### config.mk
export PLATFORM = sky130hd
export DESIGN_NAME = hkce_ram
export DESIGN_NICKNAME = d
export VERILOG_FILES = /design/src/sv/hkce_ram.sv
export SDC_FILE = /design/constraint.sdc
export NUM_CORES = 2
export LEC_CHECK = 0
export BUFFER_PORTS_ARGS = -buffer_cell sky130_fd_sc_hd__buf_2
export CAP_MARGIN = 20
export CORE_ASPECT_RATIO = 0.8
export CORE_MARGIN = 3
export CORE_UTILIZATION = 55
export CTS_BUF_LIST = sky130_fd_sc_hd__clkbuf_8 sky130_fd_sc_hd__clkbuf_16
export CTS_CLUSTER_SIZE = 28
export DETAILED_ROUTE_END_ITERATION = 12
export MAX_ROUTING_LAYER = met4
export PLACE_DENSITY = 0.8
export SYNTH_ARGS = -nofsm -noshare
export SYNTH_HDL_FRONTEND = slang
export SYNTH_SLANG_ARGS = --single-unit
### constraint.sdc
create_clock -name clk -period 10.3 [get_ports clk]
set_clock_uncertainty 0.2 [all_clocks]
set_input_delay 1.03 -clock clk [delete_from_list [all_inputs] [get_ports clk]]
set_output_delay 1.03 -clock clk [all_outputs]
set_load 0.05 [all_outputs]
### src/sv/hkce_ram.sv
// Generic single-write, single-read RAM with registered read data.
`timescale 1ns / 1ps
`default_nettype none
module hkce_ram #(
    parameter int WIDTH = 64,
    parameter int DEPTH = 32
) (
    input  wire logic                     clk,
    input  wire logic                     we,
    input  wire logic [$clog2(DEPTH)-1:0] waddr,
    input  wire logic [WIDTH-1:0]         wdata,
    input  wire logic [$clog2(DEPTH)-1:0] raddr,
    output logic      [WIDTH-1:0]         rdata
);
    logic [WIDTH-1:0] mem [DEPTH];

    always_ff @(posedge clk)
    begin
        if (we)
        begin
            mem[waddr] <= wdata;
        end
        rdata <= mem[raddr];
    end
endmodule
`default_nettype wire

==> run_results.csv <==
group,metric,value,unit
timing,maxSlewHeadroom,21.6,%
die,io_pins,140,
cts,cts_buffers,187,
cells_and_area,fin_area,88600,um^2
timing,rsz0062_at_grt,"false",
timing,setup_viol,0,
min_path,holdPathEnd,"mem[8][22]",
cts,cts_num_sinks,2112,
setup_path,end_kind,"flip-flop",
synth,ys_seq_area_share,79.5,%
synth,syn_area,79000,um^2
grt,grt_max_degree,131,
die,start_util,55.8,%
setup_path,ff2ff_path_depth,3,
place,hpwlAfterDp,91.5,mm
cts,cts_setup_buffers,0,
timing,drv_slew,0,
setup_path,arrival,4.15,ns
setup_path,crit_path_cell_trace,"buf_2 > nand3b_1 > nor2_4 > buf_4 > buf_4",
synth,synth_top_cell_area_share,77.9,%
cts,cts_max_level,4,
synth,synth_area_leaders,"edfxtp_1 (78%), mux4_2 (17%), dfxtp_1 (1.6%)",
cts,clockRootBuffer,"clkbuf_16",
die,row_count,123,
timing,finalHoldViolCount,0,
cts,ctsHoldBuffers,0,
pwr,cellPowerDensity,200,nW/um^2
place,io_buffers,139,
setup_path,cp_slowest_stage_delay,0.90,ns
routing,drt_first_pass_iters,5,
pwr,power_leakage,27.8,nW
routing,drtIter0Drc,5689,
cts,cts_resized,0,
pwr,ir_drop,0.000176,V
cts,clk-insertion-delay-late,0.82,ns
setup_path,reg2reg_slack,8.19,ns
routing,avgViaCountPerCell,6.79,
synth,synth_cells,3097,
place,dpl-instance-area,82200,um^2
timing,fin_crit,3.93,ns
setup_path,r2r_end,"rdata[32]",
job,drv_cap,0,
synth,yosysTopAreaCell,"edfxtp_1",
die,die-area,148000,um^2
synth,syn-num-nets,3173,
cts,clock_path_buffers,3,
grt,grt_pass1_wl,286,mm
cells_and_area,layout-drive-gt1-share,34.3,%
routing,antenna_left,0,
grt,grt_pass1_vias,38300,
setup_path,reg2reg_from,"mem[10][32]",
timing,worstMarginPinSlew,1.18,ns
setup_path,cp_slowest_cell,"nor2_4",
cts,cts_tree,"yes",
die,fp.coreArea,142000,um^2
setup_path,cp-start-kind,"primary input",
grt,grtUsageTotal,28.4,%
min_path,hold_class,"in2reg",
grt,gr-total-overflow,0,
setup_path,cp_data_required_time,10.53,ns
cts,path_clk_slew,0.06,ns
timing,setup_slack,6.37,ns
die,fp.dieH,345,um
routing,drc_errors,0,
timing,clock.fmax,255,MHz
synth,synth.avg_cell_area,25.5,um^2
place,dpl_worst_slack,5.64,ns
setup_path,worstPathMaxFanout,27,
place,place.gp.congestion,0.749,
outcome,status,"complete, no violations",
setup_path,cpMostUsedCell,"buf_4",
routing,wirelength,200,mm
routing,drt-wirelength-per-cell,37.0,um
die,die_w,430,um
routing,via_count,36600,
setup_path,path_class,"in2reg",
timing,period_share,38.1,%
synth,ys_ff_latch,2112,
min_path,hold_depth,1,
synth,synth_cell_type_count,31,
synth,yosysWarnings,0,
cells_and_area,area_growth,12.2,%
grt,antenna_found_initial,18,
timing,tns,0,ns
min_path,hp-start,"wdata[22]",
cells_and_area,final_nets,3415,
synthesized netlist by cell type:
| cell | n |
|---|---|
| and2_1 | 3 |
| clkbuf_1 | 55 |
| or3b_2 | 2 |
| or3_1 | 1 |
| o2bb2ai_1 | 3 |
| nand3_1 | 2 |
| o31a_1 | 3 |
| o21ai_0 | 9 |
| and2_0 | 1 |
| mux4_2 | 602 |
| buf_1 | 19 |
| nand3b_1 | 5 |
| buf_6 | 3 |
| a22oi_1 | 3 |
| nand2_1 | 3 |
| a211oi_1 | 3 |
| a22o_1 | 1 |
| o211ai_1 | 3 |
| mux2i_1 | 38 |
| nand2b_1 | 2 |
| inv_2 | 1 |
| buf_2 | 65 |
| edfxtp_1 | 2048 |
| a221oi_1 | 12 |
| dfxtp_1 | 64 |
| o221ai_1 | 3 |
| o22ai_1 | 10 |
| nor2b_1 | 4 |
| buf_4 | 14 |
| nor2_1 | 41 |
| mux2_2 | 74 |
flip-flops by register name (all words and copies together), names as in the netlist:
register / cells
rdata: 64
mem: 2048
kinds of logic (layout without fill, tap and decap cells):
kind of cell,after synthesis,in the layout,synth area share [%]
simple gates,64,64,0.379
buf+inv,157,563,0.944
flops,2112,2112,79.5
mux,714,714,18.7
other cells,0,15,0
compound gates,50,50,0.466
cells in the final DEF, fill, tap and decap left out, drive strengths merged, types with 9 or more instances in the layout:
master	netlist	routed
edfxtp	2048	2048
mux4	602	602
buf	101	209
clkbuf	55	204
mux2	74	74
clkinv	0	71
dfxtp	64	64
inv	1	55
nor2	41	41
mux2i	38	38
bufinv	0	22
diode	0	15
a221oi	12	12
o22ai	10	10
o21ai	9	9
through the flow:
step	hold slack, ns	power, mW	util (%)	std cells
after floorplan	0.522	10.4	-	3097
after global placement	0.613	10.7	58.0	5020
after detailed placement	0.610	10.7	58.1	5023
after CTS	0.430	17.8	62.5	5376
after global routing	0.488	18.2	62.6	5392
final	0.493	17.8	62.6	5393
power breakdown:
group / internal (mW) / leakage [nW] / switching, mW
Sequential: 9.55 / 19.0 / 0.0576
Combinational: 0.355 / 5.51 / 0.590
Clock: 4.03 / 3.29 / 3.17
Total: 13.9 / 27.8 / 3.81
layer usage:
layer,track usage (%),wire length (um)
met1,36.7,68400
met2,45.3,102000
met3,5.76,22100
met4,11.0,7380
met5,-,0
worst max-delay path by stage:
stage	start	endpoint	slack, ns	depth (start not counted)
floorplan	waddr[1]	mem[12][0]	5.25	3
global placement	waddr[1]	mem[21][35]	5.69	4
detailed placement	waddr[1]	mem[25][10]	5.64	5
CTS	waddr[1]	mem[25][46]	6.45	5
global route	waddr[1]	mem[25][46]	6.35	5
finish	waddr[1]	mem[25][59]	6.37	5
final cells by class:
| cell class | instances | area, um^2 |
|---|---|---|
| diodes | 15 | 37.5 |
| clock buffers | 204 | 4960 |
| clock inverters | 149 | 1350 |
| fillers | 8759 | 53000 |
| inverters | 1 | 3.75 |
| multi-input cells | 828 | 15700 |
| flip-flops and latches | 2112 | 62800 |
| well taps | 1875 | 2350 |
| repair buffers | 209 | 1440 |
worst max-delay path, delay by kind of cell:
| family | cells | cell delay (ns) |
|---|---|---|
| buffers and inverters | 3 | 1.45 |
| and+or+nand+nor | 2 | 1.63 |
Power figures use the tool's default switching activity.
