$ cat config.mk
export PLATFORM = sky130hd
export DESIGN_NAME = hkce_div
export DESIGN_NICKNAME = d
export VERILOG_FILES = /design/src/sv/hkce_pkg.sv /design/src/sv/hkce_div.sv
export SDC_FILE = /design/constraint.sdc
export NUM_CORES = 1
export LEC_CHECK = 0
export BUFFER_PORTS_ARGS = -buffer_cell sky130_fd_sc_hd__buf_2
export CORE_ASPECT_RATIO = 1.4
export CORE_MARGIN = 8
export CORE_UTILIZATION = 39
export DETAILED_ROUTE_END_ITERATION = 6
export PLACE_DENSITY = 0.64
export SLEW_MARGIN = 20
export SYNTH_ARGS = -nofsm -noshare
export SYNTH_HDL_FRONTEND = slang
export SYNTH_SLANG_ARGS = --single-unit
export TNS_END_PERCENT = 20
$ cat constraint.sdc
create_clock -name clk -period 8.9 [get_ports clk]
set_input_delay 0.89 -clock clk [delete_from_list [all_inputs] [get_ports clk]]
set_output_delay 0.89 -clock clk [all_outputs]
set_load 0.03 [all_outputs]
$ cat src/sv/hkce_pkg.sv
// Shared constants and types of the keyframe curve evaluator.
`timescale 1ns / 1ps
`default_nettype none
package hkce_pkg;
    localparam int MAX_KEYFRAMES_DEF = 32;
    localparam int INDEX_W = 5;
    localparam int POS_W   = 16;
    localparam int VAL_W   = 24;
    localparam int QRY_W   = 24;
    localparam int CNT_W   = 6;
    localparam int ENTRY_W = POS_W + 2 * VAL_W;
    localparam int S_TDATA_W = 96;
    localparam int M_TDATA_W = 24;
    localparam int M_TUSER_W = 2;
    localparam int W_BITS    = 17;
    localparam logic signed [VAL_W-1:0] VAL_MAX = 24'sh7FFFFF;
    localparam logic signed [VAL_W-1:0] VAL_MIN = 24'sh800000;

    typedef enum logic {
        ACT_WRITE = 1'b0,
        ACT_QUERY = 1'b1
    } action_t;
endpackage
`default_nettype wire

$ cat src/sv/hkce_div.sv
// Restoring divider producing the 17-bit blend weight floor(d * 2^16 / span).
`timescale 1ns / 1ps
`default_nettype none
module hkce_div (
    input  wire logic                            clk,
    input  wire logic                            rst_n,
    input  wire logic                            start,
    input  wire logic [hkce_pkg::QRY_W-1:0]      dividend,
    input  wire logic [hkce_pkg::QRY_W-1:0]      divisor,
    output logic                                 done,
    output logic      [hkce_pkg::W_BITS-1:0]     quotient
);
    logic [hkce_pkg::QRY_W:0]   rem_reg, rem_next;
    logic [hkce_pkg::QRY_W-1:0] div_reg, div_next;
    logic [hkce_pkg::W_BITS-1:0] quot_reg, quot_next;
    logic [4:0] cnt_reg, cnt_next;
    logic       first_reg, first_next;
    logic       busy_reg, busy_next;
    logic       done_reg, done_next;
    logic [hkce_pkg::QRY_W:0] trial;
    logic       take;

    always_comb
    begin
        // The dividend never exceeds the divisor, so the first step is unshifted.
        trial = first_reg ? rem_reg : {rem_reg[hkce_pkg::QRY_W-1:0], 1'b0};
        take  = trial >= {1'b0, div_reg};
        rem_next   = rem_reg;
        div_next   = div_reg;
        quot_next  = quot_reg;
        cnt_next   = cnt_reg;
        first_next = first_reg;
        busy_next  = busy_reg;
        done_next  = 1'b0;
        if (start)
        begin
            rem_next   = {1'b0, dividend};
            div_next   = divisor;
            cnt_next   = 5'(hkce_pkg::W_BITS);
            first_next = 1'b1;
            busy_next  = 1'b1;
        end
        else if (busy_reg)
        begin
            rem_next   = take ? trial - {1'b0, div_reg} : trial;
            quot_next  = {quot_reg[hkce_pkg::W_BITS-2:0], take};
            first_next = 1'b0;
            cnt_next   = cnt_reg - 5'd1;
            if (cnt_reg == 5'd1)
            begin
                busy_next = 1'b0;
                done_next = 1'b1;
            end
        end
    end

    always_ff @(posedge clk or negedge rst_n)
    begin
        if (!rst_n)
        begin
            busy_reg  <= 1'b0;
            done_reg  <= 1'b0;
            cnt_reg   <= '0;
            first_reg <= 1'b0;
        end
        else
        begin
            busy_reg  <= busy_next;
            done_reg  <= done_next;
            cnt_reg   <= cnt_next;
            first_reg <= first_next;
        end
    end

    always_ff @(posedge clk)
    begin
        rem_reg  <= rem_next;
        div_reg  <= div_next;
        quot_reg <= quot_next;
    end

    assign done     = done_reg;
    assign quotient = quot_reg;
endmodule
`default_nettype wire

==> impl_metrics.csv, run 1 <==
group,metric,value,unit
cts,holdBufCountCts,0,
sta,clock_skew,0.0118,ns
floorplan,die_x,109,um
cells_and_area,largest_reg_flops,25,
sta,fin_hold_ws,0.374,ns
cts,path_clk_slew,0.07,ns
grt,grtUsageMet3,0.0337,
critical_path,crit_slowest_cell,"nand3_2",
cts,cts_buffers,9,
floorplan,num_rows,47,
sta,fin_crit_sh,0.463,
critical_path,r2r-start,"first_reg$_DFFE_PN0P_",
pwr,p_int,0.00119,W
logic_synthesis,syn-num-nets,523,
cts,cts_setup_buffers,0,
cells_and_area,num-nets-final,583,
sta,grt_setup_unrepaired,"no",
floorplan,dieHeight,146,um
cts,cts_tree,"built",
grt,grt_max_degree,43,
grt,grt_use_met2,0.235,
cts,ctsResizeCount,0,
critical_path,startpoint,"first_reg$_DFFE_PN0P_",
floorplan,num_io_pins,69,
critical_path,worstSetupPathType,"flop to flop",
logic_synthesis,synth-edff-count,65,
sta,setup_viol,0,
grt,grtUsageTotal,0.140,
hold_path,hp-class,"input pin to async pin",
cts,clockRootBuffer,"clkbuf_16",
sta,final_max_slew_viol_count,0,
logic_synthesis,synthCells,443,
floorplan,core,11800,um^2
sta,slew_headroom,0.389,
pwr,peakVddDrop,0.000117,V
cells_and_area,multiInputGateArea,2240,um^2
cells_and_area,area_growth,15.8,%
grt,grt_busiest_layer,"met2",
logic_synthesis,netlist_area,4670,um^2
place,post-place-ws,4.77,ns
logic_synthesis,synth.distinct_cells,56,
detailed_routing,vias_per_cell,5.26,
place,placed_area,5100,um^2
floorplan,fp.dieArea,15800,um^2
pwr,power,0.00200,W
critical_path,cp.required,8.99,ns
sta,setup_ws,4.78,ns
critical_path,crit_chain,"buf_4, mux2_2, ha_1, nor2b_2, o211ai_1, a2111oi_4, o21bai_2, or4_4, nand3_2, o21ai_0, a31o_2",
grt,antenna_found_initial,0,
logic_synthesis,synth-async-reset-ratio,0.108,
detailed_routing,drcViolationCount,0,
outcome,outcome,"finished clean",
critical_path,worstSetupEndpointType,"flop",
cells_and_area,seqCellArea,2170,um^2
logic_synthesis,avgSynthCellArea,10.5,um^2
pwr,p_seq_frac,0.279,
critical_path,cp-start-kind,"flop",
detailed_routing,ant_nets,0,
logic_synthesis,synth_area_leaders,"edfxtp_1, ha_1, mux2_2",
place,gp_congestion,0.921,
detailed_routing,routed_wl,10400,um
pwr,p_sw_frac,0.406,
logic_synthesis,ys_seq_area_frac,0.465,
critical_path,max_stage_delay,0.66,ns
cts,htree_num_levels,3,
cts,clock-sinks,74,
cells_and_area,antenna_cells,0,
grt,grt_pass1_vias,3641,
pwr,power.switching,0.000811,W
logic_synthesis,yosysTopAreaCell,"edfxtp_1",
cts,insertion_delay,0.34,ns
pwr,p_comb_frac,0.531,
pwr,p_leak,2.32,nW
cells_and_area,layout-drive-gt1-share,0.248,
detailed_routing,avgRoutedWirePerCell,15.9,um
place,numPortBuffers,68,
floorplan,start_util,0.397,
cells_and_area,fillCellCount,1128,
sta,tightest_slew,0.916,ns
sta,fmax,242,MHz
logic_synthesis,synth_ff_type,"edfxtp_1",
detailed_routing,firstDrtPassIters,4,
cts,clk_path_buf_depth,2,
logic_synthesis,synth_warnings,0,
critical_path,crit_fanout,30,
critical_path,worst-r2r-setup-slack,4.78,ns
sta,timing.final.crit_period,4.12,ns
pwr,clock_power_share,0.189,
place,dp_hpwl,7600,um
sta,setup_tns,0,ns
critical_path,arrival,4.22,ns
sta,finalHoldViolCount,0,
cells_and_area,final_area,5410,um^2
grt,gr-total-overflow,0,
grt,grt_pass1_wl,17700,um
detailed_routing,drt_iter0_drc,238,
logic_synthesis,synth_top_area_share,0.418,
pwr,power.density,369,nW/um^2
grt,use_met1,0.163,
detailed_routing,vias,3443,
job,maxCapViolCount,0,
logic_synthesis,ys_ff_latch,74,
## critical path: cells and delay by family, from the launching register on
| kind | cells | cell delay (ns) |
|---|---|---|
| adder cells (fa/ha/maj) | 1 | 0.29 |
| multiplexers | 1 | 0.42 |
| buffers and inverters | 1 | 0.32 |
| AO/OA/AOI/OAI | 5 | 1.14 |
| AND/OR/NAND/NOR | 3 | 1.34 |
| flip-flops | 1 | 0.33 |
## power groups by stage
stage | sequential, W | combinational, W | clock [W]
after global routing | 0.000571 | 0.00119 | 0.000403
after global placement | 0.000561 | 0.00103 | 0
final | 0.000559 | 0.00106 | 0.000378
after detailed placement | 0.000565 | 0.00105 | 0
after CTS | 0.000559 | 0.00106 | 0.000390
after floorplan | 0.000578 | 0.000854 | 0
## stage by stage
stage	util	std cells
floorplan	-	443
global placement	0.434	639
detailed placement	0.434	639
CTS	0.460	655
global route	0.460	655
finish	0.460	655
## layout make-up
class,count,share of cell area
clock inverters,7,0.0155
clock buffers,9,0.0416
flip-flops and latches,74,0.401
multi-input cells,309,0.413
repair buffers,72,0.0685
inverters,37,0.0257
well taps,147,0.0340
## kinds of logic after synthesis
logic type / synth area share
fa+ha+maj: 0.0793
xor+xnor: 0.0450
buf+inv: 0.0570
simple gates: 0.116
flops: 0.465
compound gates: 0.131
mux: 0.107
## path summary, 6_finish.rpt
check,endpoint,cells after the start
max,rem_reg[4]$_DFFE_PP_,11
min,cnt_reg[3]$_DFFE_PN0P_,1
max reg2reg,rem_reg[4]$_DFFE_PP_,11
max in group asynchronous,cnt_reg[4]$_DFFE_PN0P_,1
min in group clk,quotient[7]$_DFFE_PP_,0
min reg2reg,quotient[7]$_DFFE_PP_,0
## routing by layer
metal / part of all wire / vias to the layer above
met4: 0.012 / 0
li1: - / 1719
met2: 0.51 / 60
met5: 0 / -
met1: 0.44 / 1656
met3: 0.038 / 8
## cell usage after synthesis (2+ instances only)
master     count
o31ai_1        2
nand3_1       10
nand4_1        6
dfrtp_1        8
o21a_1         6
buf_1          2
nor2_1        37
ha_1          28
o211ai_1       4
a21o_1         6
mux2i_1       22
a31oi_1        2
a21oi_1       38
nand3b_1       2
buf_12         2
xnor2_1       15
o21ai_0       18
or2_2          2
a211oi_1       3
mux2_2        25
edfxtp_1      65
o41ai_1        2
a31o_2         2
nand2b_1       2
or3_1          2
xor2_1         9
nor3_1         4
nor2b_1        2
nor4_1         3
nand2_1       36
clkbuf_1      17
inv_1         36
o2111ai_1      2
## placed cells by master (no fill, tap or decap), drive strengths merged, types with 3 or more instances in the layout
cell and count:
nor2 37, nand4 6, mux2i 22, mux2 25, nor4 3, o21a 6, xor2 9, a21o 6
buf 72, o211ai 4, o21ai 18, clkbuf 9, nand3 11, ha 28, nor2b 4, dfrtp 8
xnor2 15, edfxtp 65, inv 40, a211oi 3, nor3 4, a21oi 38, nand2 36
Power figures use the tool's default switching activity.
==> inputs of run 2 (changes only) <==
==> constraint.sdc (replaced) <==
create_clock -name clk -period 4.22 [get_ports clk]
set_input_delay 0.422 -clock clk [delete_from_list [all_inputs] [get_ports clk]]
set_output_delay 0.422 -clock clk [all_outputs]
set_load 0.03 [all_outputs]
==> run 2 against run 1 <==
Sequential share of layout area decreased by 0.33 points. Routed wire length increased by 0.66%. Clock power increased by 110%. Flip-flop and latch count unchanged. Global-route usage decreased by 0.33 points. Critical path type unchanged. Critical endpoint is now rem_reg[0]$_DFFE_PP_.
==> impl_metrics.csv, run 2 (same netlist as run 1, synthesis figures left out) <==
group,metric,value,unit
outcome,outcome,"finished clean",
cts,clockRootBuffer,"clkbuf_16",
pwr,p_comb_frac,0.533,
critical_path,crit_chain,"buf_4, mux2_2, ha_1, a21oi_1, nand3_1, o21ai_0, o21bai_2, or4_4, nand3_2, buf_4, mux2i_1, mux2_2",
hold_path,hp-class,"input pin to flop",
critical_path,worst_r2r_endpoint,"rem_reg[0]$_DFFE_PP_",
critical_path,arrival,3.93,ns
critical_path,cp.required,4.31,ns
cells_and_area,most-common-layout-cells,"buf_2, edfxtp_1, a21oi_1",
pwr,power,0.00425,W
sta,timing.final.crit_period,3.85,ns
sta,clock_skew,0.00678,ns
floorplan,fp.dieArea,15800,um^2
sta,slew_headroom,0.566,
critical_path,max_stage_delay,0.67,ns
grt,grt_pass1_wl,17300,um
critical_path,path_delay_family,"multiplexers",
floorplan,dieHeight,146,um
critical_path,crit_slowest_cell,"dfrtp_1",
pwr,power.switching,0.00172,W
cells_and_area,mostFrequentLayoutCell,"buf_2",
hold_path,min_path_cells,1,
cts,cts_buffers,9,
critical_path,r2r_cells,12,
pwr,p_sw_frac,0.405,
sta,setup_viol,0,
place,dp_hpwl,7780,um
detailed_routing,vias,3474,
sta,setup_tns,0,ns
sta,grt_setup_unrepaired,"no",
detailed_routing,ant_nets,0,
pwr,power.density,778,nW/um^2
grt,grt_pass1_vias,3650,
grt,antenna_found_initial,0,
critical_path,worst-r2r-setup-slack,0.37,ns
cells_and_area,layout-drive-gt1-share,0.253,
pwr,p_leak,2.35,nW
floorplan,core,11800,um^2
floorplan,num_io_pins,69,
sta,finalHoldViolCount,0,
cts,path_clk_slew,0.07,ns
place,numPortBuffers,68,
detailed_routing,avgRoutedWirePerCell,15.9,um
critical_path,startpoint,"first_reg$_DFFE_PN0P_",
floorplan,die_x,109,um
cts,clock-sinks,74,
pwr,p_int,0.00253,W
sta,fmax,260,MHz
critical_path,worstSetupPathType,"flop to flop",
detailed_routing,routed_wl,10500,um
sta,tightest_slew,0.643,ns
floorplan,start_util,0.397,
hold_path,hold_end,"div_reg[21]$_DFFE_PP_",
sta,fin_hold_ws,0.254,ns
pwr,peakVddDrop,0.000241,V
job,maxCapViolCount,0,
cts,htree_num_levels,3,
cells_and_area,antenna_cells,0,
critical_path,crit_fanout,16,
grt,gr-total-overflow,0,
floorplan,num_rows,47,
detailed_routing,vias_per_cell,5.26,
cells_and_area,num-nets-final,589,
hold_path,hp-start,"divisor[21]",
pwr,p_seq_frac,0.278,
cts,cts_setup_buffers,0,
cts,clk_path_buf_depth,2,
sta,final_max_slew_viol_count,0,
detailed_routing,drcViolationCount,0,
detailed_routing,firstDrtPassIters,4,
cts,cts_tree,"built",
critical_path,worstSetupEndpointType,"flop",
cts,insertion_delay,0.34,ns
sta,fin_crit_sh,0.911,
critical_path,r2r-start,"first_reg$_DFFE_PN0P_",
pwr,clock_power_share,0.188,
grt,grtUsageTotal,0.137,
critical_path,cp_num_buf_inv,2,
critical_path,cp-start-kind,"flop",
grt,grt_max_degree,42,
cells_and_area,area_growth,16.8,%
detailed_routing,drt_iter0_drc,211,
cells_and_area,largest_reg_flops,25,
place,gp_congestion,0.916,
run 2: cell types whose count changed in the layout (fill, tap and decap cells not counted), sizes merged:
cell / previous run / this run
buf: 72 / 77
clkinv: 2 / 1
dlygate4sd3: 0 / 1
inv: 40 / 41
run 2: worst reg2reg max path, stage by stage (launching register included):
cell,delay (ns)
dfrtp_1,0.67
buf_4,0.34
mux2_2,0.38
ha_1,0.39
a21oi_1,0.11
nand3_1,0.09
o21ai_0,0.08
o21bai_2,0.25
or4_4,0.53
nand3_2,0.09
buf_4,0.28
mux2i_1,0.12
mux2_2,0.27
run 2: through the flow:
| stage | setup WS (ns) | std cells | utilization | instance area (um^2) |
|---|---|---|---|---|
| final | 0.374 | 661 | 0.464 | 5460 |
| after detailed placement | 0.374 | 644 | 0.437 | 5140 |
| after floorplan | 0.460 | 443 | - | 4670 |
| after global routing | 0.196 | 661 | 0.464 | 5460 |
| after global placement | 0.503 | 644 | 0.437 | 5140 |
| after CTS | 0.370 | 661 | 0.464 | 5460 |
run 2: layout make-up:
class	instances	area, um^2
Sequential cell	74	2170
Clock buffer	9	225
Inverter	37	139
Multi-Input combinational cell	309	2230
Clock inverter	7	83.8
Fill cell	1138	6310
Timing Repair Buffer	78	418
Tap cell	147	184
run 2: routing by layer:
layer,global-route usage,vias to the layer above,share of wire
li1,-,1731,-
met1,0.154,1644,0.42
met2,0.235,85,0.51
met3,0.0279,14,0.044
met4,0.0674,0,0.024
met5,0,-,0
run 2: worst max path at each step:
stage,slack (ns),cells after the start,end
finish,0.37,12,rem_reg[0]$_DFFE_PP_
global placement,0.50,12,rem_reg[0]$_DFFE_PP_
global route,0.20,12,rem_reg[0]$_DFFE_PP_
detailed placement,0.37,12,rem_reg[0]$_DFFE_PP_
floorplan,0.46,14,rem_reg[21]$_DFFE_PP_
CTS,0.37,12,rem_reg[0]$_DFFE_PP_
run 2: repair_timing:
item	in CTS	in global routing
hold buffers	1	0
hold endpoints to repair	8	0
gates resized for setup	0	0
run 2: power by group through the flow:
stage | clock, W | combinational [W] | sequential [W]
6_report | 0.000800 | 0.00226 | 0.00118
5_1_grt | 0.000846 | 0.00250 | 0.00121
4_1_cts | 0.000825 | 0.00227 | 0.00118
3_5_place_dp | 0 | 0.00225 | 0.00119
3_3_place_gp | 0 | 0.00219 | 0.00119
2_1_floorplan | 0 | 0.00180 | 0.00122
